--- config.mk ---
export PLATFORM = sky130hd
export DESIGN_NAME = bitmap_first_fit_allocator_core
export DESIGN_NICKNAME = d
export VERILOG_FILES = /design/src/rtl/bffa_pkg.sv /design/src/rtl/bitmap_first_fit_allocator_core.sv
export SDC_FILE = /design/constraint.sdc
export NUM_CORES = 2
export LEC_CHECK = 0
export BUFFER_PORTS_ARGS = -buffer_cell sky130_fd_sc_hd__buf_2
export CORE_ASPECT_RATIO = 1.1
export CORE_MARGIN = 1
export CORE_UTILIZATION = 50
export DETAILED_ROUTE_END_ITERATION = 16
export PLACE_DENSITY = 0.75
export SLEW_MARGIN = 20
export SYNTH_ARGS = -nofsm -noshare
export SYNTH_HDL_FRONTEND = slang
export SYNTH_SLANG_ARGS = --single-unit
--- constraint.sdc ---
create_clock -name clk_i -period 15.9 [get_ports clk_i]
set_input_delay 2.385 -clock clk_i [delete_from_list [all_inputs] [get_ports clk_i]]
set_output_delay 2.385 -clock clk_i [all_outputs]
set_load 0.05 [all_outputs]
--- src/rtl/bffa_pkg.sv ---
// Shared constants, types and codes for the first-fit bitmap block allocator.
// No dependencies; imported by bitmap_first_fit_allocator_core.
package bffa_pkg;

  localparam int unsigned NumBlocks  = 1024;
  localparam int unsigned BlockBytes = 4096;

  localparam int unsigned BlkAw   = $clog2(NumBlocks);       // block index bits
  localparam int unsigned BlkCw   = BlkAw + 1;               // counter that reaches NumBlocks
  localparam int unsigned BlkOfs  = $clog2(BlockBytes);      // byte offset bits in a block
  localparam int unsigned LenW    = 21;
  localparam int unsigned PosW    = 22;
  localparam int unsigned FreeW   = 23;
  localparam int unsigned StatW   = 2;
  localparam int unsigned BytesW  = LenW + 2;                // words to bytes
  localparam int unsigned CntW    = BytesW - BlkOfs + 1;     // rounded-up block count
  localparam int unsigned InDataW  = ((LenW + PosW + 7) / 8) * 8;
  localparam int unsigned OutDataW = ((StatW + PosW + FreeW + 7) / 8) * 8;

  localparam logic [FreeW-1:0] StoreBytes = FreeW'(NumBlocks * BlockBytes);
  localparam logic [BlkCw-1:0] BlkEnd     = BlkCw'(NumBlocks);
  localparam logic [BlkCw-1:0] BlkLast    = BlkCw'(NumBlocks - 1);

  typedef enum logic {
    CMD_ALLOC = 1'b0,
    CMD_FREE  = 1'b1
  } cmd_e;

  typedef enum logic [StatW-1:0] {
    STAT_OK     = 2'd0,
    STAT_NOMEM  = 2'd1,
    STAT_NORUN  = 2'd2
  } status_e;

  typedef enum logic [2:0] {
    ST_CLEAR,
    ST_IDLE,
    ST_SCAN,
    ST_MARK,
    ST_FREE,
    ST_DONE
  } state_e;

endpackage

--- src/rtl/bitmap_first_fit_allocator_core.sv ---
// First-fit bitmap block allocator: a 1024 x 1 block-use memory walked by one
// sequencer with a single compare/count unit. Depends on bffa_pkg.
//
// One request is in work at a time; s_axis_tready_o is high only when the
// sequencer is idle. After reset a clearing pass writes every bitmap entry,
// one per cycle, before the first request is taken. An allocate request
// scans the bitmap one block per cycle through the memory's single
// registered read port, then marks the run through the one write port. A
// request that fails the free-byte check or asks for zero words goes
// straight to its result. A free request clears its blocks one per cycle
// through the write port, stopping at the end of the store. The result sits
// in an output register, so the core returns to idle while an earlier
// result still waits to be taken, and waits only if a new result is ready
// before the old one is gone.
module bitmap_first_fit_allocator_core
  import bffa_pkg::*;
(
  input  logic                clk_i,
  input  logic                rst_ni,
  input  logic                s_axis_tvalid_i,
  output logic                s_axis_tready_o,
  // [20:0] length_words, [42:21] free_position, rest zero
  input  logic [InDataW-1:0]  s_axis_tdata_i,
  // [0] cmd
  input  logic                s_axis_tuser_i,
  output logic                m_axis_tvalid_o,
  input  logic                m_axis_tready_i,
  // [1:0] status, [23:2] position_bytes, [46:24] free_bytes_left, rest zero
  output logic [OutDataW-1:0] m_axis_tdata_o
);

  state_e               state_q, state_d;
  logic [BlkCw-1:0]     idx_q, idx_d;
  logic [CntW-1:0]      cnt_q, cnt_d;
  logic [CntW-1:0]      run_q, run_d;
  logic [BlkAw-1:0]     start_q, start_d;
  logic [BytesW-1:0]    bytes_q, bytes_d;
  logic [FreeW-1:0]     free_q, free_d;
  status_e              stat_q, stat_d;
  logic [PosW-1:0]      pos_q, pos_d;
  logic                 rdv_q;
  logic [BlkAw-1:0]     eval_q;
  logic                 rd_data_q;
  logic                 m_valid_q, m_valid_d;
  logic [OutDataW-1:0]  m_data_q, m_data_d;

  logic                 mem_q [NumBlocks];
  logic                 rd_en;
  logic                 wr_en;
  logic                 wr_bit;

  logic [LenW-1:0]      in_len;
  logic [PosW-1:0]      in_pos;
  logic [BytesW-1:0]    in_bytes;
  logic [BytesW:0]      in_round;
  logic [CntW-1:0]      in_cnt;
  logic [CntW-1:0]      run_inc;
  logic [BlkAw-1:0]     run_start;
  logic [FreeW:0]       credit_sum;
  logic                 s_acc;

  assign in_len   = s_axis_tdata_i[LenW-1:0];
  assign in_pos   = s_axis_tdata_i[LenW+PosW-1:LenW];
  assign in_bytes = {in_len, 2'b00};
  assign in_round = {1'b0, in_bytes} + (BytesW+1)'(BlockBytes - 1);
  assign in_cnt   = CntW'(in_round >> BlkOfs);
  assign s_acc    = s_axis_tvalid_i && s_axis_tready_o;

  assign run_inc    = run_q + CntW'(1);
  assign run_start  = (run_q == '0) ? eval_q : start_q;
  assign credit_sum = {1'b0, free_q} + (FreeW+1)'(bytes_q);

  assign s_axis_tready_o = (state_q == ST_IDLE);
  assign m_axis_tvalid_o = m_valid_q;
  assign m_axis_tdata_o  = m_data_q;

  always_comb begin
    state_d   = state_q;
    idx_d     = idx_q;
    cnt_d     = cnt_q;
    run_d     = run_q;
    start_d   = start_q;
    bytes_d   = bytes_q;
    free_d    = free_q;
    stat_d    = stat_q;
    pos_d     = pos_q;
    m_valid_d = m_valid_q;
    m_data_d  = m_data_q;
    rd_en     = 1'b0;
    wr_en     = 1'b0;
    wr_bit    = 1'b0;

    // drop the result once taken
    if (m_valid_q && m_axis_tready_i) begin
      m_valid_d = 1'b0;
    end

    case (state_q)
      ST_CLEAR: begin
        wr_en = 1'b1;
        idx_d = idx_q + BlkCw'(1);
        if (idx_q == BlkLast) begin
          state_d = ST_IDLE;
        end
      end
      ST_IDLE: begin
        if (s_acc) begin
          bytes_d = in_bytes;
          cnt_d   = in_cnt;
          pos_d   = '0;
          stat_d  = STAT_OK;
          if (cmd_e'(s_axis_tuser_i) == CMD_FREE) begin
            idx_d   = BlkCw'(in_pos >> BlkOfs);
            state_d = ST_FREE;
          end else if ((FreeW+1)'(in_bytes) > (FreeW+1)'(free_q)) begin
            stat_d  = STAT_NOMEM;
            state_d = ST_DONE;
          end else if (in_cnt == '0) begin
            stat_d  = STAT_NORUN;
            state_d = ST_DONE;
          end else begin
            idx_d   = '0;
            run_d   = '0;
            state_d = ST_SCAN;
          end
        end
      end
      ST_SCAN: begin
        // issue one read per cycle, evaluate the bit read in the cycle before
        if (idx_q != BlkEnd) begin
          rd_en = 1'b1;
          idx_d = idx_q + BlkCw'(1);
        end
        if (rdv_q) begin
          if (!rd_data_q) begin
            run_d   = run_inc;
            start_d = run_start;
            if (run_inc == cnt_q) begin
              idx_d   = BlkCw'(run_start);
              pos_d   = PosW'(run_start) << BlkOfs;
              state_d = ST_MARK;
            end
          end else begin
            run_d = '0;
          end
        end else if (idx_q == BlkEnd) begin
          stat_d  = STAT_NORUN;
          state_d = ST_DONE;
        end
      end
      ST_MARK: begin
        wr_en  = 1'b1;
        wr_bit = 1'b1;
        idx_d  = idx_q + BlkCw'(1);
        cnt_d  = cnt_q - CntW'(1);
        if (cnt_q == CntW'(1)) begin
          free_d  = free_q - FreeW'(bytes_q);
          state_d = ST_DONE;
        end
      end
      ST_FREE: begin
        if (cnt_q == '0 || idx_q == BlkEnd) begin
          free_d  = (credit_sum > (FreeW+1)'(StoreBytes)) ? StoreBytes
                                                          : FreeW'(credit_sum);
          state_d = ST_DONE;
        end else begin
          wr_en = 1'b1;
          idx_d = idx_q + BlkCw'(1);
          cnt_d = cnt_q - CntW'(1);
        end
      end
      ST_DONE: begin
        // hold until the output register is free
        if (!m_valid_q || m_axis_tready_i) begin
          m_valid_d = 1'b1;
          m_data_d  = OutDataW'({free_q, pos_q, stat_q});
          state_d   = ST_IDLE;
        end
      end
      default: begin
        state_d = ST_IDLE;
      end
    endcase
  end

  always_ff @(posedge clk_i or negedge rst_ni) begin
    if (!rst_ni) begin
      state_q   <= ST_CLEAR;
      idx_q     <= '0;
      cnt_q     <= '0;
      run_q     <= '0;
      free_q    <= StoreBytes;
      rdv_q     <= 1'b0;
      m_valid_q <= 1'b0;
    end else begin
      state_q   <= state_d;
      idx_q     <= idx_d;
      cnt_q     <= cnt_d;
      run_q     <= run_d;
      free_q    <= free_d;
      rdv_q     <= rd_en;
      m_valid_q <= m_valid_d;
    end
  end

  always_ff @(posedge clk_i) begin
    start_q  <= start_d;
    bytes_q  <= bytes_d;
    stat_q   <= stat_d;
    pos_q    <= pos_d;
    m_data_q <= m_data_d;
    eval_q   <= idx_q[BlkAw-1:0];
  end

  // block-use bitmap: one write and one registered read port
  always_ff @(posedge clk_i) begin
    if (wr_en) begin
      mem_q[idx_q[BlkAw-1:0]] <= wr_bit;
    end
    if (rd_en) begin
      rd_data_q <= mem_q[idx_q[BlkAw-1:0]];
    end
  end

  a_free_bound: assert property (@(posedge clk_i) disable iff (!rst_ni)
    free_q <= StoreBytes)
    else $error("free byte count above store size");

  a_fail_pos_zero: assert property (@(posedge clk_i) disable iff (!rst_ni)
    (state_q == ST_DONE && stat_q != STAT_OK) |-> pos_q == '0)
    else $error("failed request carries a position");

  a_mark_nonzero: assert property (@(posedge clk_i) disable iff (!rst_ni)
    state_q == ST_MARK |-> (cnt_q != '0 && idx_q != BlkEnd))
    else $error("mark step past run or store end");

  a_accept_leaves_idle: assert property (@(posedge clk_i) disable iff (!rst_ni)
    s_acc |=> state_q != ST_IDLE)
    else $error("request accepted without leaving idle");

  a_no_overwrite: assert property (@(posedge clk_i) disable iff (!rst_ni)
    (m_valid_q && !m_axis_tready_i) |=> m_valid_q && $stable(m_data_q))
    else $error("pending result lost or changed");

endmodule

==> key figures <==
Hold path
  – Hold depth: 0
  – Hold path start: pos_q[17]
  – Hold-critical path endpoint: m_axis_tdata_o[19]
  – Min-delay worst type: reg -> reg

Logic synthesis
  – Ys async rst share: 0.0520
  – Synth area leaders: edfxtp_1 (62%), mux4_2 (11%), nor2_1 (7.9%), dfrtp_1 (2.8%), clkbuf_1 (2.2%)
  – Synth Warn #: 0
  – Yosys top cell area share: 0.621
  – Count leader, synth: nor2_1
  – Mapped Cells: 3950
  – Post-synth EDFFs: 1101
  – Syn avg cell area: 13.5 um2
  – Synth cell types: 85
  – Top_reg_cell synth: edfxtp_1
  – Most common library cells after synthesis: nor2_1 (1122), edfxtp_1 (1101), clkbuf_1 (305)
  – Register area share after synthesis: 0.654
  – Mapped cell area: 53200 um2
  – FF+latch count, synth: 1172
  – Area leader, netlist: edfxtp_1

Setup path
  – CP max-delay cell: o21ai_0
  – Kind of critical path: in -> reg
  – Cells on worst reg2reg path: 10
  – Worst r2r src: idx_q[1]
  – Setup slack, reg-to-reg: 11.12 ns
  – Crit Path Max Fanout: 13
  – Arrival time worst endpoint: 5.45 ns
  – Crit start category: input pin
  – WP data required: 16.44 ns
  – Cell mode on critical path: a21o_1
  – Critical Path Sink Type: flop
  – Worst reg2reg path endpoint: mem_q[240]
  – Crit-path cells: buf_2 -> ha_1 -> a21o_1 -> a21o_1 -> a21oi_1 -> o211ai_1 -> o21ai_0 -> nand2b_1 -> nor2b_1 -> a22o_1 -> a31oi_1
  – CP peak stage delay: 0.67 ns

STA
  – Worst-case clock skew: 0.0503 ns
  – Pins Over Slew Limit: 0
  – Final period util: 0.309
  – Fmax: 0.204 GHz
  – Worst slew margin: 0.270
  – Final min period: 4.91 ns
  – Final setup margin: 10.99 ns
  – Hold slack final: 0.419 ns
  – Setup TNS: 0 ns
  – Final setup viols: 0
  – Fin. Hold Viols: 0
  – RSZ-0062 raised after global routing: false
  – Tightest Pin Transition: 1.10 ns

Cells and area
  – Fraction of layout cells with a size suffix above 1: 0.162
  – Synth-to-layout area growth: 9.45%
  – Nets: 3996

Clock tree
  – Clk slew on worst S/H paths: 0.06 ns
  – Setup Buffers After CTS: 0
  – CTS tree: built
  – Insertion delay to the later sink of the worst-skew pair: 0.71 ns
  – Post-cts resize count: 0
  – Post-CTS Hold Fix Bufs: 0
  – CTS root buffer: clkbuf_16
  – CTS Buf Count: 109
  – CTS sink count: 1172
  – Clock Path Buffers: 3
  – CTS H-tree depth: 3

Drt
  – Drt initial violations: 5171
  – DRT antenna net count: 0
  – Detailed-route via count: 34.0k
  – Post-DR wirelength/cell: 25.9 um
  – Drt pass-1 iters: 5
  – Drt drc: 0
  – Drt via density: 6.35
  – WL final: 139 mm

Global routing
  – Largest net degree at the start of global routing: 327
  – GR Overflow Total: 0
  – Antenna violations before repair: 0
  – First-pass GRT wire length: 204 mm
  – Gr usage total: 0.255
  – Number of global-route vias before repair: 32.7k

Power and ir drop
  – Worst IR Drop VDD: 0.000131 V
  – Leak: 18.2 nW
  – Power Total: 9.65 mW
  – Pwr dens: 166 nW/um2

Floorplan
  – Initial Util: 0.504
  – Die height: 344 um
  – Core area: 106000 um2
  – Ports: 103
  – Die ar.: 108000 um2
  – Number of cell rows: 125
  – Die width: 313 um

Placement
  – Place WS: 10.07 ns
  – Port Buf Inserts: 70
  – Post-DP HPWL: 74.3 mm
  – RePlAce Congestion: 0.914

Flow run
  – Number of max-cap violations: 0

Status
  – Outcome: complete, no violations
## worst max path at each step
stage | start | to | slack (ns) | depth (start not counted)
global placement | s_axis_tdata_i[15] | idx_q[3] | 10.14 | 11
detailed placement | s_axis_tdata_i[16] | idx_q[3] | 10.07 | 11
floorplan | state_q[1] | mem_q[935] | 0.54 | 9
finish | s_axis_tdata_i[18] | run_q[7] | 10.99 | 11
global route | s_axis_tdata_i[18] | run_q[7] | 10.82 | 11
CTS | s_axis_tdata_i[15] | idx_q[3] | 10.82 | 11
## logic make-up (layout without fill, tap and decap cells)
family / count (synthesis) / after routing / synth area share
buffers and inverters: 436 / 433 / 0.0323
muxes: 272 / 272 / 0.112
AOI/OAI and AO/OA: 474 / 474 / 0.0623
xor gates and xnor gates: 52 / 52 / 0.00856
other: 1 / 16 / 0.0000705
DFF: 1172 / 1172 / 0.654
adders and majority gates: 72 / 72 / 0.0172
and+or+nand+nor: 1471 / 1471 / 0.114
## layout make-up
class                      instances  area (um2)
fill                            8241       47300
clock buffer                     136        2880
multi-input combinational       2356       16900
antenna                            1        2.50
sequential                      1172       34800
tap                             1397        1750
clock inverter                    65         527
timing repair buffer             152        1040
inverter                          80         308
## power breakdown
| part | internal, mW | switching, mW | leakage (nW) |
|---|---|---|---|
| combinational | 1.17 | 2.02 | 5.57 |
| clock | 1.37 | 1.15 | 1.66 |
| sequential | 3.76 | 0.185 | 11.0 |
## per-stage QoR
stage,instance area (um2),instances,util
after floorplan,53300,3964,-
after global placement,54700,5155,0.518
after detailed placement,54700,5155,0.518
after CTS,58100,5356,0.551
after global routing,58200,5358,0.552
final,58200,5359,0.552
## sequential cells by signal, summed over array words and instances, names as in the netlist, 11 cells and up
signal and cells:
run_q 12, free_q 21, idx_q 11, m_axis_tdata_o 33, bytes_q 21, mem_q 1024
cnt_q 12
## metal layers
| metal | GRT usage | part of all wire | vias to the layer above |
|---|---|---|---|
| li1 | - | - | 14400 |
| met1 | 0.340 | 0.36 | 17200 |
| met2 | 0.418 | 0.48 | 2075 |
| met3 | 0.0503 | 0.12 | 337 |
| met4 | 0.0918 | 0.038 | 0 |
| met5 | 0 | 0 | - |
## worst max-delay path, delay by kind of cell
kind                     cells  cell delay (ns)
AO/OA/AOI/OAI                7             2.17
adder cells (fa/ha/maj)      1             0.32
AND/OR/NAND/NOR              2             0.40
buffers and inverters        1             0.15
## cells in the final DEF (no fill, tap or decap), types with 30 or more instances in the layout
| cell | instances |
|---|---|
| a21oi_1 | 72 |
| a22oi_1 | 90 |
| a31oi_1 | 36 |
| buf_2 | 70 |
| buf_4 | 75 |
| clkbuf_16 | 110 |
| clkinv_1 | 30 |
| dfrtp_1 | 58 |
| edfxtp_1 | 1101 |
| ha_1 | 70 |
| inv_1 | 77 |
| mux4_2 | 256 |
| nand2_1 | 83 |
| nand2_2 | 38 |
| nand4_1 | 38 |
| nor2_1 | 1121 |
| o21ai_0 | 76 |
| xnor2_1 | 39 |
Note: power is estimated with default switching activity, not from simulation.
